==> src/hdl/dexg_pkg.sv <==
// ----------------------------------------------------------------------------
// dexg_pkg
// shared types and constants of the downward expander gain block
// ----------------------------------------------------------------------------
package dexg_pkg;

  // fixed field widths
  localparam int GAIN_W   = 17;
  localparam int ACC_W    = 27;
  localparam int FRAMES_W = 32;
  localparam int TERM_W   = 34;
  localparam int CFG_IDX_W  = 4;
  localparam int CFG_DATA_W = 32;

  // depth of the queue between front and back
  localparam int QUEUE_DEPTH = 2;

  localparam logic [GAIN_W-1:0] UNITY_GAIN = 17'd65536;
  localparam logic [ACC_W-1:0]  ACCUM_MAX  = 27'h7FF_FFFF;
  // 6.0206 dB per octave, scaled by 2^24
  localparam logic [26:0]       DB_PER_OCTAVE_Q = 27'd101008905;

  // register indexes
  localparam logic [CFG_IDX_W-1:0] CFG_THRESHOLD = 4'd0;
  localparam logic [CFG_IDX_W-1:0] CFG_INV_THR   = 4'd1;
  localparam logic [CFG_IDX_W-1:0] CFG_DEPTH     = 4'd2;
  localparam logic [CFG_IDX_W-1:0] CFG_COEFF     = 4'd3;

  typedef struct packed {
    logic [14:0] thr;
    logic [31:0] inv;
    logic [15:0] depth;
    logic [15:0] coeff;
  } cfg_t;

  localparam cfg_t CFG_RESET = '{thr: 15'd1036, inv: 32'd2072860,
                                 depth: 16'd58982, coeff: 16'd64066};

endpackage

==> src/hdl/dexg_front.sv <==
// ----------------------------------------------------------------------------
// dexg_front
// takes samples, finds magnitude, threshold class and target gain term
// ----------------------------------------------------------------------------
module dexg_front #(
  parameter int SAMPLE_BITS = 16
) (
  input  logic                           clk_i,
  input  logic                           rst_ni,
  input  dexg_pkg::cfg_t                 cfg_i,
  input  logic                           in_valid_i,
  output logic                           in_stall_o,
  input  logic [SAMPLE_BITS-1:0]         sample_i,
  input  logic                           start_i,
  input  logic                           end_i,
  input  logic                           q_full_i,
  output logic                           push_o,
  output logic [SAMPLE_BITS-1:0]         mag_o,
  output logic                           neg_o,
  output logic                           start_o,
  output logic                           end_o,
  output logic [dexg_pkg::TERM_W-1:0]    term_o
);
  import dexg_pkg::*;

  localparam int CmpW = SAMPLE_BITS + 15;
  localparam int P1W  = 47;

  logic                   v1_q, v1_d, v2_q, v2_d;
  logic                   ready1, ready2, accept, move12;
  logic                   neg_s, below_s;
  logic [SAMPLE_BITS-1:0] mag_s;
  logic [P1W-1:0]         p1_s;

  logic [SAMPLE_BITS-1:0] mag1_q, mag2_q;
  logic                   neg1_q, neg2_q, st1_q, st2_q, en1_q, en2_q, below1_q;
  logic [P1W-1:0]         p1_q;
  logic [GAIN_W-1:0]      target2_q;

  logic [P1W-1:0]         ratio_full;
  logic [GAIN_W-1:0]      ratio, target_s;
  logic [32:0]            p2_s;

  assign ready2     = !v2_q || !q_full_i;
  assign ready1     = !v1_q || ready2;
  assign in_stall_o = !ready1;
  assign accept     = in_valid_i && ready1;
  assign move12     = v1_q && ready2;
  assign push_o     = v2_q && !q_full_i;

  // magnitude, most negative sample keeps its sign bit pattern
  always_comb begin
    neg_s   = sample_i[SAMPLE_BITS-1];
    mag_s   = neg_s ? ((~sample_i) + {{(SAMPLE_BITS-1){1'b0}}, 1'b1}) : sample_i;
    below_s = CmpW'(mag_s) < CmpW'(cfg_i.thr);
    p1_s    = P1W'(15'(mag_s)) * P1W'(cfg_i.inv);
  end

  // ratio saturation and target gain
  always_comb begin
    ratio_full = p1_q >> (SAMPLE_BITS - 1);
    ratio      = (ratio_full > P1W'(UNITY_GAIN)) ? UNITY_GAIN : ratio_full[GAIN_W-1:0];
    p2_s       = 33'(UNITY_GAIN - ratio) * 33'(cfg_i.depth);
    target_s   = below1_q ? (UNITY_GAIN - p2_s[32:16]) : UNITY_GAIN;
  end

  always_comb begin
    v1_d = accept ? 1'b1 : (move12 ? 1'b0 : v1_q);
    v2_d = move12 ? 1'b1 : (push_o ? 1'b0 : v2_q);
  end

  always_ff @(posedge clk_i or negedge rst_ni) begin
    if (!rst_ni) begin
      v1_q <= 1'b0;
      v2_q <= 1'b0;
    end else begin
      v1_q <= v1_d;
      v2_q <= v2_d;
    end
  end

  always_ff @(posedge clk_i) begin
    if (accept) begin
      mag1_q   <= mag_s;
      neg1_q   <= neg_s;
      st1_q    <= start_i;
      en1_q    <= end_i;
      below1_q <= below_s;
      p1_q     <= p1_s;
    end
    if (move12) begin
      mag2_q    <= mag1_q;
      neg2_q    <= neg1_q;
      st2_q     <= st1_q;
      en2_q     <= en1_q;
      target2_q <= target_s;
    end
  end

  // (1 - a) * target half of the one-pole update
  assign term_o  = TERM_W'(UNITY_GAIN - {1'b0, cfg_i.coeff}) * TERM_W'(target2_q);
  assign mag_o   = mag2_q;
  assign neg_o   = neg2_q;
  assign start_o = st2_q;
  assign end_o   = en2_q;

endmodule

==> config.mk <==
export PLATFORM = sky130hd
export DESIGN_NAME = dexg_front
export DESIGN_NICKNAME = d
export VERILOG_FILES = /design/src/hdl/dexg_pkg.sv /design/src/hdl/dexg_front.sv
export SDC_FILE = /design/constraint.sdc
export NUM_CORES = 2
export LEC_CHECK = 0
export ABC_AREA = 1
export BUFFER_PORTS_ARGS = -buffer_cell sky130_fd_sc_hd__buf_4
export CELL_PAD_IN_SITES_DETAIL_PLACEMENT = 1
export CELL_PAD_IN_SITES_GLOBAL_PLACEMENT = 1
export CORE_UTILIZATION = 30
export DETAILED_ROUTE_END_ITERATION = 12
export PLACE_DENSITY_LB_ADDON = 0.1
export SLEW_MARGIN = 20
export SYNTH_ARGS = -nofsm -noshare
export SYNTH_HDL_FRONTEND = slang
export SYNTH_SLANG_ARGS = --single-unit
export TNS_END_PERCENT = 100
==> constraint.sdc <==
create_clock -name clk_i -period 8.84 [get_ports clk_i]
set_input_delay 0.884 -clock clk_i [delete_from_list [all_inputs] [get_ports clk_i]]
set_output_delay 0.884 -clock clk_i [all_outputs]
set_load 0.005 [all_outputs]
==> flow_summary.ini <==
[final_layout]
design_area_sq_um = 45000
final_nets = 6597
areaGrowthSynthToFinish_pct = 11.8
nFillCells = 16100
drive_above_1_share_pct = 7.87

[placement]
place_area_sq_um = 44500
detailed_place_hpwl_um = 118000
place.port_buffers = 155
place_congestion = 0.844

[synthesis]
yosys-top-cells-area = fa_1 44%, inv_1 12%, nand2_1 10%
yosysTopAreaCellShare_pct = 44.1
syn_inst = 5077
ys_seq_area_share_pct = 6.70
synth-edff-count = 88
syn_area_per_cell_sq_um = 7.92
yosysTopAreaCell = fa_1
yosys_warnings = 0
ys.flop_type = edfxtp_1
yosys.cell_types.count = 56
ys_ff_latch = 90
post-synth-top-count-cell = inv_1
synth_area_sq_um = 40200
synth_common_cells = 1326 x inv_1, 1113 x nand2_1, 886 x fa_1, 557 x nor2_1, 327 x ha_1
ys_async_sr_fraction_pct = 2.22

[grt]
grt_pass1_wl_um = 216000
gr-total-overflow = 0
grt_pass1_vias = 36800
track_usage_pct = 20.8
grt_max_degree = 48
antenna_found_initial = 0

[detailed_routing]
dr_wl_met3_um = 3860
wire_per_inst_um = 19.4
vias = 32300
drt-met1-wl_um = 63500
ant_nets = 0
drt-pass1-iter-count = 5
dr.first_iter.drc_count = 1485
met2_length_um = 66900
viasPerCell = 4.59
drt_wl_total_um = 137000
drc = 0
highest_layer = met4

[setup_path]
critPathBufInv = 7
slowest_delay_ns = 0.57
endpoint_kind = primary output
cp.depth = 31
r2r_end = target2_q[16]$_SDFFCE_PN1P_
cp.required_ns = 7.96
r2r_cells = 36
worstSetupEndpoint = term_o[31]
startpoint = cfg_i[0]
reg2reg_from = p1_q[17]$_DFFE_PP_
critical_path_arrival_ns = 7.55
crit_fanout = 10
crit_slowest_cell = fa_1
crit_type = in -> out
cpMostUsedCell = fa_1
critical_path.top_delay_family = adder cells
crit_path_start_kind = input port
ff2ff_setup_slack_ns = 0.70

[floorplan]
die_y_um = 368
fp-row-count = 133
ios = 156
die_w_um = 368
initial_core_util_pct = 30.4
coreArea_sq_um = 132000
die-area_sq_um = 135000

[clocking]
clk_latency_ns = 0.40
clkSinkCount = 90
numCtsBuffers = 9
cts_tree = done
htreeDepth = 3
clock_path_buffers = 2
cts.clk_slew.worst_paths_ns = 0.08
clockRootBuffer = clkbuf_16
cts-hold-fix-buffers = 0

[timing]
worst_pin_slew_ns = 0.947
timing.final.crit_share_pct = 95.4
skew_ns = 0.0174
setup_viol = 0
post-route-min-period_ns = 8.43
max_clock_freq_ghz = 0.119
finalHoldViolations = 0
slew_headroom_pct = 36.2
maxSlewViolCount = 0

[worst_hold_path]
hold_path.class = in -> async

[flow_run]
maxCapViolCount = 0

[status]
status = completed
state kept, by name, indices dropped and copies added, names as in the netlist, 16 cells and up:
name	flops
p1_q	32
target2_q	17
mag1_q	16
mag_o	16
cells in the final DEF, fill, tap and decap left out, types with 9 or more instances in the layout:
cell type and count:
inv_1 1320, nand2_1 1112, fa_1 886, nor2_1 554
ha_1 324, buf_4 297, nand3_1 126, a21oi_1 120
edfxtp_1 88, o21ai_0 73, xor2_1 55, conb_1 36
nand4_1 34, xnor2_1 28, nor3_1 16, a31oi_1 16
o21ai_1 14, inv_2 13, buf_12 12, nand2_2 10
nor2_2 9, clkinv_1 9, nand3b_1 9, clkbuf_16 9
worst register-to-register path: cells and delay by family, from the launching register on:
kind	cells	cell delay, ns
AOI/OAI and AO/OA	1	0.19
adders and majority gates	8	3.65
buffers and inverters	5	0.48
DFF	1	0.44
and+or+nand+nor	22	3.13
metrics by stage:
step / setup TNS (ns) / utilization, % / setup slack (ns) / hold WS [ns] / instances
floorplan: 0 / - / 0.826 / 0.400 / 5111
global placement: 0 / 33.7 / 0.0622 / 0.400 / 7026
detailed placement: -0.00440 / 33.7 / -0.00440 / 0.406 / 7026
CTS: 0 / 33.9 / 0.00594 / 0.231 / 7042
global route: -0.0368 / 34.0 / -0.0186 / 0.235 / 7043
finish: 0 / 34.0 / 0.407 / 0.254 / 7045
what timing repair did:
| action | CTS | global route |
|---|---|---|
| cloned | 0 | 0 |
| gates resized for setup | 1 | 35 |
| endpoints found under the setup margin | 1 | 14 |
| buffers inserted | 0 | 1 |
cells by family after synthesis:
family                   after synthesis  share of synthesized area, %
XOR/XNOR                              91                          1.98
flip-flops                            90                          6.70
other                                  2                        0.0187
adder cells (fa/ha/maj)             1213                          54.3
AND/OR/NAND/NOR                     1913                          19.1
AO/OA/AOI/OAI                        272                          3.78
buffers and inverters               1496                          14.1
final cells by class:
class | instances | area, sq um | area share (%)
diodes | 2 | 5.00 | 0.0111
inverters | 1346 | 5070 | 11.3
multi-input cells | 3525 | 32200 | 71.6
repair buffers | 311 | 2490 | 5.54
clock buffers | 9 | 225 | 0.501
flip-flops and latches | 90 | 2690 | 5.99
well taps | 1755 | 2200 | 4.88
clock inverters | 7 | 72.6 | 0.161
worst min-delay path by stage:
stage                               end  slack (ns)  cells past startpoint                  from
detailed placement  mag_o[14]$_DFFE_PP_        0.41                      0  mag1_q[14]$_DFFE_PP_
global placement     mag_o[9]$_DFFE_PP_        0.40                      0   mag1_q[9]$_DFFE_PP_
CTS                    v1_q$_DFFE_PN0P_        0.23                      1                rst_ni
finish                 v1_q$_DFFE_PN0P_        0.25                      1                rst_ni
global route           v1_q$_DFFE_PN0P_        0.23                      1                rst_ni
floorplan               end_o$_DFFE_PP_        0.40                      0       en1_q$_DFFE_PP_
metal layers:
layer,vias up,track usage [%]
met4,0,3.55
met1,16700,28.1
met2,438,36.5
met3,90,1.81
met5,-,0
li1,15100,-
Power is not shown: default switching activity piles up to over one toggle a cycle in this logic, so the estimate is an artifact.
