File: src/hdl/dexg_pkg.sv
// ----------------------------------------------------------------------------
// dexg_pkg
// shared types and constants of the downward expander gain block
// ----------------------------------------------------------------------------
package dexg_pkg;

  // fixed field widths
  localparam int GAIN_W   = 17;
  localparam int ACC_W    = 27;
  localparam int FRAMES_W = 32;
  localparam int TERM_W   = 34;
  localparam int CFG_IDX_W  = 4;
  localparam int CFG_DATA_W = 32;

  // depth of the queue between front and back
  localparam int QUEUE_DEPTH = 2;

  localparam logic [GAIN_W-1:0] UNITY_GAIN = 17'd65536;
  localparam logic [ACC_W-1:0]  ACCUM_MAX  = 27'h7FF_FFFF;
  // 6.0206 dB per octave, scaled by 2^24
  localparam logic [26:0]       DB_PER_OCTAVE_Q = 27'd101008905;

  // register indexes
  localparam logic [CFG_IDX_W-1:0] CFG_THRESHOLD = 4'd0;
  localparam logic [CFG_IDX_W-1:0] CFG_INV_THR   = 4'd1;
  localparam logic [CFG_IDX_W-1:0] CFG_DEPTH     = 4'd2;
  localparam logic [CFG_IDX_W-1:0] CFG_COEFF     = 4'd3;

  typedef struct packed {
    logic [14:0] thr;
    logic [31:0] inv;
    logic [15:0] depth;
    logic [15:0] coeff;
  } cfg_t;

  localparam cfg_t CFG_RESET = '{thr: 15'd1036, inv: 32'd2072860,
                                 depth: 16'd58982, coeff: 16'd64066};

endpackage

File: src/hdl/dexg_queue.sv
// ----------------------------------------------------------------------------
// dexg_queue
// short register queue between front and back
// ----------------------------------------------------------------------------
module dexg_queue #(
  parameter int WIDTH = 52
) (
  input  logic             clk_i,
  input  logic             rst_ni,
  input  logic             push_i,
  input  logic [WIDTH-1:0] data_i,
  output logic             full_o,
  input  logic             pop_i,
  output logic [WIDTH-1:0] data_o,
  output logic             empty_o
);
  import dexg_pkg::*;

  localparam int PtrW = (QUEUE_DEPTH > 1) ? $clog2(QUEUE_DEPTH) : 1;
  localparam int CntW = $clog2(QUEUE_DEPTH + 1);

  logic [WIDTH-1:0] mem_q [QUEUE_DEPTH];
  logic [PtrW-1:0]  wr_q, wr_d, rd_q, rd_d;
  logic [CntW-1:0]  cnt_q, cnt_d;

  assign full_o  = (cnt_q == CntW'(QUEUE_DEPTH));
  assign empty_o = (cnt_q == '0);
  assign data_o  = mem_q[rd_q];

  always_comb begin
    wr_d  = wr_q;
    rd_d  = rd_q;
    cnt_d = cnt_q;
    if (push_i) begin
      wr_d = (wr_q == PtrW'(QUEUE_DEPTH - 1)) ? '0 : wr_q + 1'b1;
    end
    if (pop_i) begin
      rd_d = (rd_q == PtrW'(QUEUE_DEPTH - 1)) ? '0 : rd_q + 1'b1;
    end
    if (push_i && !pop_i) begin
      cnt_d = cnt_q + 1'b1;
    end else if (pop_i && !push_i) begin
      cnt_d = cnt_q - 1'b1;
    end
  end

  always_ff @(posedge clk_i or negedge rst_ni) begin
    if (!rst_ni) begin
      wr_q  <= '0;
      rd_q  <= '0;
      cnt_q <= '0;
    end else begin
      wr_q  <= wr_d;
      rd_q  <= rd_d;
      cnt_q <= cnt_d;
    end
  end

  always_ff @(posedge clk_i) begin
    if (push_i) begin
      mem_q[wr_q] <= data_i;
    end
  end

endmodule

File: config.mk
export PLATFORM = sky130hd
export DESIGN_NAME = dexg_queue
export DESIGN_NICKNAME = d
export VERILOG_FILES = /design/src/hdl/dexg_pkg.sv /design/src/hdl/dexg_queue.sv
export SDC_FILE = /design/constraint.sdc
export NUM_CORES = 1
export LEC_CHECK = 0
export BUFFER_PORTS_ARGS = -buffer_cell sky130_fd_sc_hd__buf_4
export CAP_MARGIN = 10
export CORE_UTILIZATION = 54
export CTS_BUF_LIST = sky130_fd_sc_hd__clkbuf_8
export CTS_CLUSTER_DIAMETER = 200
export CTS_CLUSTER_SIZE = 16
export DETAILED_ROUTE_END_ITERATION = 10
export GPL_ROUTABILITY_DRIVEN = 0
export PLACE_DENSITY = 0.81
export SLEW_MARGIN = 10
export SYNTH_ARGS = -nofsm -noshare
export SYNTH_HDL_FRONTEND = slang
export SYNTH_SLANG_ARGS = --single-unit
File: constraint.sdc
create_clock -name clk_i -period 3.9 [get_ports clk_i]
set_input_delay 0.195 -clock clk_i [delete_from_list [all_inputs] [get_ports clk_i]]
set_output_delay 0.195 -clock clk_i [all_outputs]
set_load 0.02 [all_outputs]
==> impl.org, run 1 <==
** GRT
- Wire length of the first global-routing pass :: 10200 um
- Antenna violations before repair :: 0
- Via count of the first global-routing pass :: 2113
- Overall fraction of global-route tracks in use :: 16.6%
- Global routing finished with a remaining overflow of 0.
- Entering global routing, the biggest net connects 54 pins.

** Clock tree
- Counting along the longest clock path gives a buffer depth of 2.
- Clock buffers created by TritonCTS :: 9
- Once the clock tree was built, the resizer swapped 0 gates to a different size.
- After clock tree synthesis, the clock-pin slew on the worst setup and hold paths is 0.09 ns.
- The H-tree was split into 3 levels.
- Cts-stage hold buffer count :: 1
- Insertion delay to the later sink of the worst-skew pair :: 0.34 ns
- # clock sinks :: 108
- Number of setup buffers added after CTS :: 0
- TritonCTS built the clock tree.
- Clock tree synthesis selected as its root buffer the cell clkbuf_8.

** Critical path
- Depth of the worst register-to-register path :: 2
- STA classifies the critical path endpoint as an output pin.
- STA puts the critical path data arrival time at 2.00 ns.
- Family with the most delay on the worst path :: flip-flops
- Counting buffers and inverters, the worst setup path is 2 cells deep.
- Origin of the critical flop-to-flop path :: wr_q
- The worst setup path is launched from a flop.
- Walking the worst path, the cells encountered are mux2_2 -> buf_4.
- The endpoint identified for the worst register-to-register timing path is mem_q[0][42].
- Type of the worst setup path :: flop to output pin
- Critical path's slowest cell :: dfrtp_4
- For this run, the slowest stage of the critical path takes 1.08 ns.
- Worst path bufs/invs :: 1
- WP data required :: 3.70 ns
- Setup slack on the worst reg-to-reg path comes out at 1.95 ns.
- In this run the worst path has a maximum fanout of 53.

** Power
- Cell leakage power :: 0.00214 uW
- Overall power :: 3810 uW
- Max VDD drop :: 0.629 mV
- Power per cell area :: 722 nW/um2

** Synthesis
- Cells taking the most area after synthesis :: edfxtp_1, mux2_4, buf_12
- Synthesized net count :: 235
- The largest total area in the synthesized netlist belongs to edfxtp_1.
- Cell area after technology mapping :: 4190 um2
- The share of synthesized area in the top cell type comes to 74.5%.
- Number of synthesized register bits :: 108
- The number of different library cells used by synthesis comes to 13.
- Post-synthesis area per instance :: 23.5 um2
- Yosys Warn Count :: 0
- Post-synthesis sequential area ratio :: 76.9%
- Synthesized instance count :: 178

** Die
- The die covers 8120 um2.
- The die is 90.1 um wide.
- Area of the core :: 7370 um2
- After floorplanning, the core was divided into 31 placement rows.
- I/O pins :: 110
- Initial core utilization :: 56.9%
- The die is 90.1 um tall.

** Timing
- Transition time at the pin with the least slew margin :: 0.969 ns
- Setup-violating endpoint count in the final report :: 0
- Final TNS setup :: 0 ns
- Shortest clock period the worst path allows after layout :: 2.20 ns
- Achievable Freq :: 0.455 GHz
- The number of hold-slack violations in the final timing report is 0.
- The max-slew violation count was 0.
- The worst pin sits at a relative slew slack of 35.3%.
- Setup repair after global routing left no endpoint under its margin.
- The final critical path takes up 56.4% of the cycle.
- Worst Clk Skew :: 0.00603 ns

** Route
- Routed wire per std cell :: 16.1 um
- First-pass DRT Iterations :: 6
- Average via count per standard cell :: 4.93
- ANT nets after route :: 0
- Vias :: 1967
- Drt first-iter violations :: 118
- Detailed Route WL :: 6440 um
- In the routed design, unresolved DRC markers number 0.

** Placed design
- Input and output buffers added on the ports amount to 109.
- Once placement finished, the instance area stood at 5050 um2.
- Detailed placement finished with a half-perimeter wire length of 4270 um.

** Finish
- Ratio of cells with drive above 1 in the final layout :: 60.3%
- Fill cells :: 465
- The number of antenna diodes in the final layout is 0.
- Post-Layout Inst Area :: 5270 um2
- Measured on the finished design, the core utilization comes to 71.6%.
- Number of nets in the finished design :: 352
- Compared with the post-synthesis result, the final layout area differs by 25.9%.

** Min path
- The worst hold path belongs to the class input port to flop.
- Min-Delay Startpoint :: pop_i
- Capture endpoint of the worst hold path :: rd_q
- The worst hold path passes through 2 cells.

** Run status
- Status :: finished clean

** Run
- Across the run, the number of max-cap violations was 0.
[where the power goes]
part / switching (uW) / internal [uW]
Sequential: 211 / 1540
Clock: 344 / 360
Combinational: 611 / 740
[cell usage in the layout, fill, tap and decap left out]
master / count
clkbuf_8: 9
buf_4: 111
and2_2: 1
nor2b_1: 1
dfrtp_1: 3
xor2_1: 4
edfxtp_1: 104
xnor2_1: 1
nor2b_4: 1
clkinv_4: 2
clkinv_2: 2
mux2_4: 49
dlygate4sd3_1: 1
bufinv_16: 2
ha_1: 1
clkinv_1: 1
inv_1: 1
mux2_2: 3
dfrtp_4: 1
nor2_1: 2
[kinds of logic (layout without fill, tap and decap cells)]
family | count (synthesis) | count (layout) | share of synthesized area [%]
and+or+nand+nor | 5 | 5 | 0.627
xor gates and xnor gates | 5 | 5 | 1.05
adders and majority gates | 1 | 1 | 0.299
muxes | 52 | 52 | 18.4
buffers and inverters | 7 | 129 | 2.75
DFF | 108 | 108 | 76.9
[per-layer routing]
layer / routed length [um] / vias up / track usage, % / part of all wire (%)
li1: - / 926 / - / -
met3: 473 / 6 / 4.91 / 7.3
met5: 0 / - / 0 / 0
met1: 2470 / 958 / 18.5 / 38
met2: 3430 / 77 / 30.1 / 53
met4: 55 / 0 / 5.51 / 0.85
[per-stage QoR]
stage | std cells | setup WS [ns] | hold slack, ns
final | 399 | 1.70 | 0.0158
after CTS | 399 | 1.65 | 0.00213
after global routing | 399 | 1.58 | 0.00439
after detailed placement | 382 | 1.91 | -0.00592
after floorplan | 178 | 0.712 | -0.101
after global placement | 382 | 1.96 | -0.00611
[flip-flops by register name, summed over array words and instances, names as in the netlist]
name,flops
mem_q,104
wr_q,1
rd_q,1
cnt_q,2
[layout make-up]
cell class | count | area, um2 | share of cell area (%)
clock buffer | 9 | 124 | 2.35
clock inverter | 7 | 91.3 | 1.73
inverter | 1 | 3.75 | 0.0712
multi-input combinational | 63 | 861 | 16.3
sequential | 108 | 3230 | 61.2
tap | 99 | 124 | 2.35
timing repair buffer | 112 | 843 | 16.0
[cells in the mapped netlist]
library cell	instances
ha_1	1
buf_12	5
edfxtp_1	104
mux2_4	49
nor2_1	2
xnor2_1	1
dfrtp_1	4
mux2_2	3
buf_6	1
and2_1	1
xor2_1	4
inv_1	1
nor2b_1	2
[how the worst max path moves through the flow]
| stage | start | endpoint | slack (ns) |
|---|---|---|---|
| 2_1_floorplan | wr_q | mem_q[0][0] | 0.71 |
| 3_3_place_gp | wr_q | mem_q[0][3] | 1.96 |
| 3_5_place_dp | wr_q | mem_q[0][4] | 1.91 |
| 4_1_cts | rd_q | data_o[31] | 1.65 |
| 5_1_grt | rd_q | data_o[31] | 1.58 |
| 6_report | rd_q | data_o[31] | 1.70 |
(Power assumes the default switching activity.)
==> run 2: changes to the inputs <==
CORE_UTILIZATION = 49   (was 54)
PLACE_DENSITY = 0.78   (was 0.81)
clock period = 1.9 ns   (was 3.9 ns; I/O delays follow)
==> impl.org, run 2 (synthesized netlist as in run 1, its figures left out) <==
** GRT
- Via count of the first global-routing pass :: 2281 (was 2113)
- The number of antenna violations at the first check in global routing is 0 (unchanged).
- The layer carrying the most global-route usage is met2 (unchanged).
- Overall fraction of global-route tracks in use :: 16.9% (was 16.6%)
- The aggregate global routing overflow came to 0 (unchanged).
- Met2 GRT Util :: 31.6% (was 30.1%)
- Wire length of the first global-routing pass :: 11000 um (was 10200 um)
- Global Route met3 Usage :: 3.14% (was 4.91%)
- Pin count of the biggest net entering global routing :: 31 (was 54)
- Global-route met1 utilization :: 19.6% (was 18.5%)

** Timing
- The slew at the pin with the worst max-slew slack was 0.434 ns (was 0.969 ns).
- Timing would allow up to 0.572 GHz.
- The clock skew was 0.0109 ns (was 0.00603 ns).
- The worst-case hold slack is 0.0781 ns (was 0.0158 ns).
- Number of max-slew violations in the final report :: 0 (unchanged)
- Period utilisation layout :: 92.0%
- The max-slew headroom at the worst pin was 71.0% (was 35.3%).
- Final TNS setup :: 0 ns (unchanged)
- Shortest clock period the worst path allows after layout :: 1.75 ns
- Final WS setup :: 0.152 ns (was 1.70 ns)
- The number of failing setup endpoints in the final timing report was 0 (unchanged).
- The number of hold-slack violations in the final timing report came to 0 (unchanged).
- Unrepaired setup endpoints after global routing :: false (unchanged)

** Critical path
- Family with the most delay on the worst path :: flip-flops (unchanged)
- The type of origin of the critical path is a flop (unchanged).
- WP data required :: 1.80 ns (was 3.70 ns)
- The arrival time at the worst endpoint is 1.65 ns (was 2.00 ns).
- Worst path cell trace :: buf_12 -> mux2_2 -> buf_4 (was mux2_2 -> buf_4)
- The start point of the critical path is rd_q (unchanged).
- The maximum cell stage delay along the critical path is 0.59 ns (was 1.08 ns).
- The end of the critical path is data_o[36] (was data_o[31]).
- The total stage count of the critical path was 3 (was 2).
- The category of the worst setup path capture point is an output pin (unchanged).
- The maximum net fanout on the critical path is 14 (was 53).
- Depth of the worst register-to-register path :: 2 (unchanged)
- Reg2reg end :: mem_q[0][31] (was mem_q[0][42])
- Origin of the critical flop-to-flop path :: wr_q (unchanged)
- The slack of the worst reg-to-reg path is 0.54 ns (was 1.95 ns).
- Type of the worst setup path :: flop to output pin (unchanged)
- The count of buffer and inverter cells on the critical path came to 2 (was 1).
- Critical path's slowest cell :: dfrtp_4 (unchanged)

** Die
- Die X :: 94.5 um (was 90.1 um)
- The floorplan core area was 8260 um2 (was 7370 um2).
- I/O pins :: 110 (unchanged)
- Die Outline Area :: 8930 um2 (was 8120 um2)
- Initial core utilization :: 50.7% (was 56.9%)
- The row count is 33 (was 31).
- The die boundary height is 94.5 um (was 90.1 um).

** Route
- The number of nets still failing antenna checks after routing is 0 (unchanged).
- Average via count per standard cell :: 4.75 (was 4.93)
- Routed wire per std cell :: 16.2 um (was 16.1 um)
- Drt first-iter violations :: 111 (was 118)
- Vias :: 2208 (was 1967)
- The final routed wirelength across all metal layers came to 7540 um (was 6440 um).
- First-pass DRT Iterations :: 4 (was 6)
- Number of design rule violations left after detail routing :: 0 (unchanged)

** Clock tree
- # clock sinks :: 108 (unchanged)
- Worst-path clk slew :: 0.10 ns (was 0.09 ns)
- Root buffer selected by CTS :: clkbuf_8 (unchanged)
- TritonCTS clock tree :: yes (unchanged)
- Maximum buffer depth of the clock tree :: 2 (unchanged)
- Number of instances resized during post-cts repair :: 0 (unchanged)
- The clock latency of the later-clocked register in the worst-skew pair was 0.35 ns (was 0.34 ns).
- H-Tree Depth :: 3 (unchanged)
- The number of CTS-inserted buffers is 9 (unchanged).

** Run
- The count of max-cap constraint violations was 0 (unchanged).

** Finish
- Flip-flop count of the largest register, all copies and words added :: 104 (unchanged)
- Count of antenna diodes in the layout :: 0 (unchanged)
- Largest Register :: mem_q (unchanged)
- Area growth from synthesis to final layout :: 40.9% (was 25.9%)
- Number of nets in the finished design :: 412 (was 352)
- Leading registers by flop count: mem_q (104), cnt_q (2) (unchanged).
- The most common cell after layout, fill and taps aside is buf_4 (unchanged).
- Ratio of cells with drive above 1 in the final layout :: 52.2% (was 60.3%)
- Most frequent cells in the layout :: buf_4, edfxtp_1, dlygate4sd3_1, mux2_4, clkbuf_8 (was buf_4, edfxtp_1, mux2_4, clkbuf_8, xor2_1)

** Power
- The maximum vdd ir drop was 0.831 mV (was 0.629 mV).
- Power per cell area :: 1360 nW/um2 (was 722 nW/um2)
- The static leakage came to 0.00240 uW (was 0.00214 uW).

** Placed design
- The number of buffer cells added on primary ports was 109 (unchanged).
- Detailed-placement wirelength estimate :: 4400 um (was 4270 um)
- Worst slack at placement :: 0.392 ns (was 1.91 ns)

** Run status
- Status :: finished clean (unchanged)

** Min path
- The worst hold-check path type is input port to asynchronous set/reset pin (was input port to flop).
run 2: cell count changes in the layout (fill, tap and decap cells not counted):
cell,before,now
clkinv_1,1,0
buf_12,0,4
buf_4,111,112
dlygate4sd3_1,1,55
buf_6,0,1
inv_6,0,1
inv_8,0,1
bufinv_16,2,1
clkinv_4,2,0
clkinvlp_4,0,2
run 2: area by class of cell:
type                    count  area (um2)
clock inverters             7        75.1
clock buffers               9         124
inverters                   1        3.75
multi-input cells          63         861
flip-flops and latches    108        3230
repair buffers            172        1480
well taps                 105         131
fillers                   537        2350
run 2: worst min path at each step:
stage	startpoint	endpoint	depth (start not counted)
global placement	rst_ni	rd_q	1
global route	rst_ni	cnt_q[0]	2
finish	rst_ni	cnt_q[1]	2
detailed placement	rst_ni	rd_q	1
floorplan	rst_ni	cnt_q[0]	0
CTS	rst_ni	cnt_q[0]	2
run 2: timing repair:
item | 4_1_cts | 5_1_grt
setup endpoints to repair | 8 | 0
buffers inserted | 1 | 0
hold buffers | 55 | 0
hold endpoints to repair | 110 | 0
run 2: power breakdown:
part | internal (uW) | leakage, uW | total, uW | switching (uW)
clock network | 619 | 0.0000975 | 1380 | 758
registers | 3170 | 0.00102 | 3380 | 213
logic | 1720 | 0.00128 | 3270 | 1550
total | 5500 | 0.00240 | 8020 | 2520
run 2: per-stage QoR:
stage               std cells  total power, uW  utilization (%)  cell area (um2)
finish                    465             8020             71.5             5900
global route              465             8360             71.5             5900
CTS                       465             8100             71.5             5900
detailed placement        393             6600             62.3             5140
global placement          393             6550             62.3             5140
floorplan                 178             5600                -             4200
run 2: per-layer routing:
layer,vias to the layer above,wire length [um]
li1,1050,-
met1,1096,3020
met2,58,4230
met3,4,248
met4,0,34
met5,-,0
