## src/hdl/dexg_pkg.sv

```systemverilog
// ----------------------------------------------------------------------------
// dexg_pkg
// shared types and constants of the downward expander gain block
// ----------------------------------------------------------------------------
package dexg_pkg;

  // fixed field widths
  localparam int GAIN_W   = 17;
  localparam int ACC_W    = 27;
  localparam int FRAMES_W = 32;
  localparam int TERM_W   = 34;
  localparam int CFG_IDX_W  = 4;
  localparam int CFG_DATA_W = 32;

  // depth of the queue between front and back
  localparam int QUEUE_DEPTH = 2;

  localparam logic [GAIN_W-1:0] UNITY_GAIN = 17'd65536;
  localparam logic [ACC_W-1:0]  ACCUM_MAX  = 27'h7FF_FFFF;
  // 6.0206 dB per octave, scaled by 2^24
  localparam logic [26:0]       DB_PER_OCTAVE_Q = 27'd101008905;

  // register indexes
  localparam logic [CFG_IDX_W-1:0] CFG_THRESHOLD = 4'd0;
  localparam logic [CFG_IDX_W-1:0] CFG_INV_THR   = 4'd1;
  localparam logic [CFG_IDX_W-1:0] CFG_DEPTH     = 4'd2;
  localparam logic [CFG_IDX_W-1:0] CFG_COEFF     = 4'd3;

  typedef struct packed {
    logic [14:0] thr;
    logic [31:0] inv;
    logic [15:0] depth;
    logic [15:0] coeff;
  } cfg_t;

  localparam cfg_t CFG_RESET = '{thr: 15'd1036, inv: 32'd2072860,
                                 depth: 16'd58982, coeff: 16'd64066};

endpackage

```

## src/hdl/dexg_back.sv

```systemverilog
// ----------------------------------------------------------------------------
// dexg_back
// gain smoother, sample scaling, log reduction, frame sum and result register
// ----------------------------------------------------------------------------
module dexg_back #(
  parameter int SAMPLE_BITS    = 16,
  parameter int LOG_TABLE_BITS = 6
) (
  input  logic                          clk_i,
  input  logic                          rst_ni,
  input  logic [15:0]                   coeff_i,
  input  logic                          q_empty_i,
  output logic                          pop_o,
  input  logic [SAMPLE_BITS-1:0]        mag_i,
  input  logic                          neg_i,
  input  logic                          start_i,
  input  logic                          end_i,
  input  logic [dexg_pkg::TERM_W-1:0]   term_i,
  output logic                          out_valid_o,
  input  logic                          out_stall_i,
  output logic [SAMPLE_BITS-1:0]        sample_o,
  output logic [dexg_pkg::GAIN_W-1:0]   gain_o,
  output logic [dexg_pkg::ACC_W-1:0]    sum_o,
  output logic [dexg_pkg::FRAMES_W-1:0] frames_o,
  output logic                          last_o
);
  import dexg_pkg::*;

  localparam int L    = LOG_TABLE_BITS;
  localparam int CW   = $clog2(L);
  localparam int DW   = L + 5;
  localparam int PW   = L + 32;
  localparam int ProdW = SAMPLE_BITS + 17;
  localparam int RsW  = SAMPLE_BITS + 18;
  localparam int RpW  = SAMPLE_BITS + 2;

  localparam logic [2:0] ST_IDLE  = 3'd0;
  localparam logic [2:0] ST_MUL   = 3'd1;
  localparam logic [2:0] ST_LOG   = 3'd2;
  localparam logic [2:0] ST_SCALE = 3'd3;
  localparam logic [2:0] ST_OUT   = 3'd4;

  logic [2:0]             state_q, state_d;
  logic [GAIN_W-1:0]      gain_q, gain_d;
  logic [ACC_W-1:0]       acc_q, acc_d;
  logic [FRAMES_W-1:0]    frames_q, frames_d;
  logic                   ovalid_q, ovalid_d;
  logic [CW-1:0]          cnt_q, cnt_d;

  logic [SAMPLE_BITS-1:0] mag_q;
  logic                   neg_q, end_q;
  logic [ProdW-1:0]       prod_q;
  logic [4:0]             e_q;
  logic [16:0]            m_q, m_d;
  logic [L-1:0]           frac_q, frac_d;
  logic [PW-1:0]          dbp_q;
  logic [SAMPLE_BITS-1:0] osample_q;
  logic [GAIN_W-1:0]      ogain_q;
  logic [ACC_W-1:0]       osum_q;
  logic [FRAMES_W-1:0]    oframes_q;
  logic                   olast_q;

  logic                   out_load;
  logic [GAIN_W-1:0]      g_eff, g_log, g_new;
  logic [34:0]            gsum;
  logic [4:0]             e_s;
  logic [16:0]            m_init;
  logic [33:0]            sq;
  logic [17:0]            sqs;
  logic [DW-1:0]          d_s;
  logic [PW-1:0]          red_full;
  logic [15:0]            red;
  logic [ACC_W:0]         acc_sum;
  logic [ACC_W-1:0]       acc_new;
  logic [RsW-1:0]         rsum;
  logic [RpW-1:0]         rp, rsign, rclip;
  logic [SAMPLE_BITS-1:0] sample_s;

  assign pop_o    = (state_q == ST_IDLE) && !q_empty_i;
  assign out_load = (state_q == ST_OUT) && (!ovalid_q || !out_stall_i);

  // one-pole gain update, gain returns to unity at frame start
  always_comb begin
    g_eff = start_i ? UNITY_GAIN : gain_q;
    gsum  = 35'(coeff_i) * 35'(g_eff) + 35'(term_i) + 35'd32768;
    g_new = gsum[32:16];
  end

  // normalize gain for the log
  always_comb begin
    g_log = (gain_q == '0) ? 17'd1 : gain_q;
    e_s   = 5'd0;
    for (int i = 0; i < GAIN_W; i++) begin
      if (g_log[i]) begin
        e_s = 5'(i);
      end
    end
    m_init = g_log << (5'd16 - e_s);
  end

  // one log bit per cycle by squaring
  always_comb begin
    sq     = 34'(m_q) * 34'(m_q);
    sqs    = sq[33:16];
    m_d    = sqs[17] ? sqs[17:1] : sqs[16:0];
    frac_d = {frac_q[L-2:0], sqs[17]};
  end

  always_comb begin
    d_s = (DW'(5'd16 - e_q) << L) - DW'(frac_q);
  end

  // reduction in dB and saturating frame sum
  always_comb begin
    red_full = (dbp_q + (PW'(1) << (15 + L))) >> (16 + L);
    red      = red_full[15:0];
    acc_sum  = {1'b0, acc_q} + (ACC_W + 1)'(red);
    acc_new  = (acc_sum > {1'b0, ACCUM_MAX}) ? ACCUM_MAX : acc_sum[ACC_W-1:0];
  end

  // rounded scaled sample, clipped to the signed range
  always_comb begin
    rsum  = RsW'(prod_q) + RsW'(32768);
    rp    = RpW'(rsum >> 16);
    rsign = RpW'(1) << (SAMPLE_BITS - 1);
    if (neg_q) begin
      rclip    = (rp > rsign) ? rsign : rp;
      sample_s = (~rclip[SAMPLE_BITS-1:0]) + {{(SAMPLE_BITS-1){1'b0}}, 1'b1};
    end else begin
      rclip    = (rp > rsign - 1'b1) ? (rsign - 1'b1) : rp;
      sample_s = rclip[SAMPLE_BITS-1:0];
    end
  end

  always_comb begin
    state_d  = state_q;
    gain_d   = gain_q;
    acc_d    = acc_q;
    frames_d = frames_q;
    cnt_d    = cnt_q;
    ovalid_d = ovalid_q && out_stall_i;
    unique case (state_q)
      ST_IDLE: begin
        if (pop_o) begin
          gain_d  = g_new;
          if (start_i) begin
            acc_d = '0;
          end
          state_d = ST_MUL;
        end
      end
      ST_MUL: begin
        cnt_d   = '0;
        state_d = ST_LOG;
      end
      ST_LOG: begin
        cnt_d = cnt_q + 1'b1;
        if (cnt_q == CW'(L - 1)) begin
          state_d = ST_SCALE;
        end
      end
      ST_SCALE: begin
        state_d = ST_OUT;
      end
      ST_OUT: begin
        if (out_load) begin
          acc_d    = acc_new;
          frames_d = end_q ? frames_q + 1'b1 : frames_q;
          ovalid_d = 1'b1;
          state_d  = ST_IDLE;
        end
      end
      default: begin
        state_d = ST_IDLE;
      end
    endcase
  end

  always_ff @(posedge clk_i or negedge rst_ni) begin
    if (!rst_ni) begin
      state_q  <= ST_IDLE;
      gain_q   <= UNITY_GAIN;
      acc_q    <= '0;
      frames_q <= '0;
      cnt_q    <= '0;
      ovalid_q <= 1'b0;
    end else begin
      state_q  <= state_d;
      gain_q   <= gain_d;
      acc_q    <= acc_d;
      frames_q <= frames_d;
      cnt_q    <= cnt_d;
      ovalid_q <= ovalid_d;
    end
  end

  always_ff @(posedge clk_i) begin
    if (pop_o) begin
      mag_q <= mag_i;
      neg_q <= neg_i;
      end_q <= end_i;
    end
    if (state_q == ST_MUL) begin
      prod_q <= ProdW'(mag_q) * ProdW'(gain_q);
      e_q    <= e_s;
      m_q    <= m_init;
      frac_q <= '0;
    end
    if (state_q == ST_LOG) begin
      m_q    <= m_d;
      frac_q <= frac_d;
    end
    if (state_q == ST_SCALE) begin
      dbp_q <= PW'(d_s) * PW'(DB_PER_OCTAVE_Q);
    end
    if (out_load) begin
      osample_q <= sample_s;
      ogain_q   <= gain_q;
      osum_q    <= acc_new;
      oframes_q <= end_q ? frames_q + 1'b1 : frames_q;
      olast_q   <= end_q;
    end
  end

  assign out_valid_o = ovalid_q;
  assign sample_o    = osample_q;
  assign gain_o      = ogain_q;
  assign sum_o       = osum_q;
  assign frames_o    = oframes_q;
  assign last_o      = olast_q;

endmodule

```

## config.mk

```make
export PLATFORM = sky130hd
export DESIGN_NAME = dexg_back
export DESIGN_NICKNAME = d
export VERILOG_FILES = /design/src/hdl/dexg_pkg.sv /design/src/hdl/dexg_back.sv
export SDC_FILE = /design/constraint.sdc
export NUM_CORES = 2
export LEC_CHECK = 0
export BUFFER_PORTS_ARGS = -buffer_cell sky130_fd_sc_hd__buf_2
export CELL_PAD_IN_SITES_DETAIL_PLACEMENT = 1
export CELL_PAD_IN_SITES_GLOBAL_PLACEMENT = 2
export CORE_ASPECT_RATIO = 1.2
export CORE_MARGIN = 3
export CORE_UTILIZATION = 45
export DETAILED_ROUTE_END_ITERATION = 10
export GPL_TIMING_DRIVEN = 1
export PLACE_DENSITY = 0.93
export SYNTH_ARGS = -nofsm -noshare
export SYNTH_HDL_FRONTEND = slang
export SYNTH_SLANG_ARGS = --single-unit
```

## constraint.sdc

```tcl
create_clock -name clk_i -period 16.7 [get_ports clk_i]
set_input_delay 2.505 -clock clk_i [delete_from_list [all_inputs] [get_ports clk_i]]
set_output_delay 2.505 -clock clk_i [all_outputs]
set_load 0.01 [all_outputs]
```

==> tab_implementation.tex <==
\begin{tabular}{lr}
\hline
Metric & Value \\
\hline
\multicolumn{2}{l}{\textbf{Run status}} \\
\quad Result of the run & complete, no violations \\
\multicolumn{2}{l}{\textbf{Detailed routing}} \\
\quad Via count & 30245 \\
\quad Via-to-Cell Ratio & 5.306 \\
\quad Number of DRC violations after detailed-routing iteration 0 & 1269 \\
\quad Detail-routed net length per standard cell & 19.28 um \\
\quad Count of unresolved DRC violations after routing & 0 \\
\quad Total Routed Length & 109900 um \\
\quad Number of nets with antenna violations after routing & 0 \\
\quad Number of search-and-repair iterations in the first detailed-routing pass & 5 \\
\multicolumn{2}{l}{\textbf{Global routing}} \\
\quad Remaining Overflow, GRT & 0 \\
\quad Initial antenna violation count & 0 \\
\quad Total routing resource utilization after global routing & 0.2326 \\
\quad Global-route met2 utilization & 0.4380 \\
\quad Met1 track demand over resource & 0.2825 \\
\quad GR Layer Usage met3 & 0.02381 \\
\quad Number of global-route vias before repair & 34457 \\
\quad Pin count of the biggest net entering global routing & 71 \\
\quad Top Usage Layer GRT & met2 \\
\quad Wire length of the first global-routing pass & 180500 um \\
\multicolumn{2}{l}{\textbf{STA}} \\
\quad Slew margin rel. & 0.1848 \\
\quad Max-slew violations & 0 \\
\quad Worst Tran Pin Value & 1.223 ns \\
\quad Final worst slack & 7.861 ns \\
\quad Crit path time final & 8.839 ns \\
\quad Total count of hold-check failures in the final report & 0 \\
\quad Max Fclk & 0.1131 GHz \\
\quad Unrepaired setup endpoints after global routing & false \\
\quad Final critical-path share of the clock period & 0.5293 \\
\quad Setup violation total in the final timing report & 0 \\
\quad Clock skew after layout & 0.01510 ns \\
\quad Total negative setup slack & 0 ns \\
\multicolumn{2}{l}{\textbf{Synthesis}} \\
\quad YS warnings & 0 \\
\quad Synthesized area per cell & 9.538 um2 \\
\quad Gate count after technology mapping & 4353 \\
\quad Part of the Yosys area used for sequential elements & 0.1759 \\
\quad Combined area of all synthesized cells & 41520 um2 \\
\quad Number of synthesized flops with an enable pin & 174 \\
\quad Synth Flop Type & sky130\_fd\_sc\_hd\_\_edfxtp\_1 \\
\quad Register bit total from synthesis & 257 \\
\quad Proportion of synthesized flip-flops having asynchronous set or reset & 0.3230 \\
\quad Syn nets & 5557 \\
\quad Number of distinct standard cells referenced by the synthesized netlist & 85 \\
\multicolumn{2}{l}{\textbf{Clock tree}} \\
\quad Clk root buf & sky130\_fd\_sc\_hd\_\_clkbuf\_16 \\
\quad Post-CTS setup buffer count & 0 \\
\quad Later-pin clock latency in the skew report & 0.60 ns \\
\quad Clk sinks & 257 \\
\quad Cells resized by post-CTS repair & 0 \\
\quad TritonCTS clock tree & built \\
\quad Cts bufs inserted & 31 \\
\quad Hold buffer count at CTS & 0 \\
\quad Number of buffers between clock root and the deepest sink & 3 \\
\quad Number of levels in the clock H-tree & 1 \\
\quad Clock edge transition at the registers on the reported setup and hold paths & 0.06 ns \\
\multicolumn{2}{l}{\textbf{Die}} \\
\quad Starting density of the core & 0.4555 \\
\quad I/O pin total & 168 \\
\quad Chip height & 338.7 um \\
\quad Total Die Area & 95960 um2 \\
\quad Row count & 121 \\
\quad Core region area & 91140 um2 \\
\quad Die W & 283.3 um \\
\multicolumn{2}{l}{\textbf{Job}} \\
\quad Maximum Capacitance Violations & 0 \\
\multicolumn{2}{l}{\textbf{Setup path}} \\
\quad Data arrival, critical path & 9.30 ns \\
\quad Number of buffers and inverters on the critical path & 5 \\
\quad Delay-heaviest family, CP & adder cells \\
\quad Critical Path Most Common Cell & sky130\_fd\_sc\_hd\_\_fa\_1 \\
\quad Biggest fanout along the worst timing path & 18 \\
\quad CP Data Required Time & 17.16 ns \\
\quad Sequence of cells on the critical path & buf\_2, nor2b\_1, buf\_4, nand2\_1, fa\_1, inv\_1, fa\_1, fa\_1, fa\_1, fa\_1, inv\_1, fa\_1, inv\_1, ha\_1, and4\_1, nand3\_1, a211oi\_1, o311a\_1, o2111a\_1, nor2\_1, o21ai\_0, xnor2\_1, o21ai\_0 \\
\quad Type of the worst setup path & input port to flip-flop \\
\quad Crit end category & flip-flop \\
\quad Slowest library cell on the worst path & sky130\_fd\_sc\_hd\_\_fa\_1 \\
\quad Startpoint type of the worst setup path & input port \\
\quad CP max stage delay & 0.58 ns \\
\multicolumn{2}{l}{\textbf{Layout}} \\
\quad Number of fillers in the final layout & 10447 \\
\quad Area growth, synth to finish & 7.618\% \\
\quad Fraction of layout cells with a size suffix above 1 & 0.06981 \\
\quad Final net count & 5648 \\
\quad Final non-filler cell area & 44680 um2 \\
\multicolumn{2}{l}{\textbf{Place}} \\
\quad Routability congestion estimate from global placement & 0.8321 \\
\quad DP Wirelength & 86490 um \\
\quad Number of buffers inserted by port buffering & 166 \\
\quad Post-Place Setup Slack & 7.265 ns \\
\quad Placed Area & 43660 um2 \\
\multicolumn{2}{l}{\textbf{Worst hold path}} \\
\quad Kind of path behind the tightest hold check & flip-flop to flip-flop \\
\hline
\end{tabular}
==> worst paths after layout <==
| check | start | end | slack, ns | cells after the start |
|---|---|---|---|---|
| worst max-delay path | start_i | gain_q[15]$_DFFE_PN0P_ | 7.86 | 23 |
| max in group asynchronous | rst_ni | gain_q[0]$_DFFE_PN0P_ | 13.68 | 2 |
| worst max register to register | m_q[2]$_DFFE_PP_ | m_q[0]$_DFFE_PP_ | 8.86 | 22 |
| worst min-delay path | frames_q[31]$_DFFE_PN0P_ | frames_q[31]$_DFFE_PN0P_ | 0.49 | 1 |
| min in group asynchronous | rst_ni | frames_q[27]$_DFFE_PN0P_ | 1.91 | 1 |
| worst min register to register | frames_q[31]$_DFFE_PN0P_ | frames_q[31]$_DFFE_PN0P_ | 0.49 | 1 |
==> Yosys cell counts, types with 8 or more instances <==
| cell | instances | area (um2) |
|---|---|---|
| sky130_fd_sc_hd__xnor2_1 | 128 | 1121 |
| sky130_fd_sc_hd__o211ai_1 | 10 | 75.07 |
| sky130_fd_sc_hd__o31ai_1 | 10 | 75.07 |
| sky130_fd_sc_hd__nor2b_1 | 36 | 225.2 |
| sky130_fd_sc_hd__or3_1 | 9 | 56.30 |
| sky130_fd_sc_hd__o22ai_1 | 11 | 68.82 |
| sky130_fd_sc_hd__buf_2 | 8 | 40.04 |
| sky130_fd_sc_hd__nor4_1 | 11 | 68.82 |
| sky130_fd_sc_hd__clkbuf_1 | 145 | 544.3 |
| sky130_fd_sc_hd__o21ai_0 | 77 | 385.4 |
| sky130_fd_sc_hd__edfxtp_1 | 174 | 5225 |
| sky130_fd_sc_hd__a31oi_1 | 14 | 87.58 |
| sky130_fd_sc_hd__xor2_1 | 79 | 691.9 |
| sky130_fd_sc_hd__nand4_1 | 19 | 118.9 |
| sky130_fd_sc_hd__inv_1 | 909 | 3412 |
| sky130_fd_sc_hd__fa_1 | 664 | 13290 |
| sky130_fd_sc_hd__or2_2 | 14 | 87.58 |
| sky130_fd_sc_hd__mux2i_1 | 36 | 360.4 |
| sky130_fd_sc_hd__ha_1 | 467 | 5843 |
| sky130_fd_sc_hd__nor2_1 | 148 | 555.5 |
| sky130_fd_sc_hd__a21oi_1 | 79 | 395.4 |
| sky130_fd_sc_hd__and4_1 | 9 | 78.83 |
| sky130_fd_sc_hd__and3_1 | 25 | 156.4 |
| sky130_fd_sc_hd__o21bai_1 | 13 | 97.59 |
| sky130_fd_sc_hd__o21a_1 | 24 | 180.2 |
| sky130_fd_sc_hd__nand2_1 | 538 | 2019 |
| sky130_fd_sc_hd__and2_1 | 298 | 1864 |
| sky130_fd_sc_hd__nor3_1 | 34 | 170.2 |
| sky130_fd_sc_hd__dfrtp_1 | 82 | 2052 |
| sky130_fd_sc_hd__a22o_1 | 20 | 175.2 |
| sky130_fd_sc_hd__a211oi_1 | 18 | 135.1 |
| sky130_fd_sc_hd__nand2b_1 | 17 | 106.4 |
| sky130_fd_sc_hd__nand3_1 | 69 | 345.3 |
| sky130_fd_sc_hd__a21o_1 | 35 | 262.8 |
==> placed cells by master, fill, tap and decap left out, types with 33 or more instances in the layout <==
master	n
sky130_fd_sc_hd__a21o_1	35
sky130_fd_sc_hd__a21oi_1	79
sky130_fd_sc_hd__and2_1	298
sky130_fd_sc_hd__buf_2	165
sky130_fd_sc_hd__buf_4	54
sky130_fd_sc_hd__clkbuf_16	33
sky130_fd_sc_hd__dfrtp_1	82
sky130_fd_sc_hd__edfxtp_1	174
sky130_fd_sc_hd__fa_1	664
sky130_fd_sc_hd__ha_1	467
sky130_fd_sc_hd__inv_1	909
sky130_fd_sc_hd__mux2i_1	36
sky130_fd_sc_hd__nand2_1	538
sky130_fd_sc_hd__nand3_1	69
sky130_fd_sc_hd__nor2_1	148
sky130_fd_sc_hd__nor2b_1	36
sky130_fd_sc_hd__nor3_1	34
sky130_fd_sc_hd__o21ai_0	77
sky130_fd_sc_hd__xnor2_1	127
sky130_fd_sc_hd__xor2_1	79
==> layer usage <==
metal  up-vias  routed length, um
li1      13775                  -
met1     15731              44230
met2       558              58790
met3       181               4041
met4         0               2849
met5         -                  0
==> kinds of logic (layout without fill, tap and decap cells) <==
| family | after synthesis | in the layout | synth area share |
|---|---|---|---|
| AOI/OAI and AO/OA | 394 | 394 | 0.06503 |
| xor gates and xnor gates | 207 | 207 | 0.04367 |
| adders and majority gates | 1131 | 1131 | 0.4609 |
| buffers and inverters | 1071 | 1187 | 0.09773 |
| DFF | 257 | 257 | 0.1759 |
| muxes | 42 | 42 | 0.01031 |
| other | 0 | 1 | 0 |
| and+or+nand+nor | 1251 | 1251 | 0.1465 |
==> cell type report <==
class,count,area (um2),area share
Timing Repair Buffer,219,1231,0.02755
Multi-Input combinational cell,3025,30170,0.6752
Sequential cell,257,7303,0.1635
Antenna cell,1,2.502,0.00005601
Clock buffer,47,918.4,0.02055
Clock inverter,11,98.84,0.002212
Tap cell,1230,1539,0.03444
Inverter,910,3418,0.07650
==> sequential cells by signal, indices dropped and copies added, names as in the netlist <==
| register | count |
|---|---|
| frames_o | 32 |
| frames_q | 32 |
| acc_q | 27 |
| sum_o | 27 |
| prod_q | 18 |
| dbp_q | 17 |
| gain_o | 17 |
| gain_q | 17 |
| m_q | 17 |
| mag_q | 16 |
| sample_o | 16 |
| frac_q | 6 |
| e_q | 5 |
| cnt_q | 3 |
| state_q | 3 |
| end_q | 1 |
| last_o | 1 |
| neg_q | 1 |
| out_valid_o | 1 |
==> per-stage QoR <==
step	util	cells	hold slack (ns)
after floorplan	-	4353	0.4206
after global placement	0.4791	5641	0.4753
after detailed placement	0.4791	5641	0.4855
after CTS	0.4902	5699	0.4983
after global routing	0.4902	5699	0.5327
final	0.4903	5700	0.4929
Power is not shown: default switching activity piles up to over one toggle a cycle in this logic, so the estimate is an artifact.
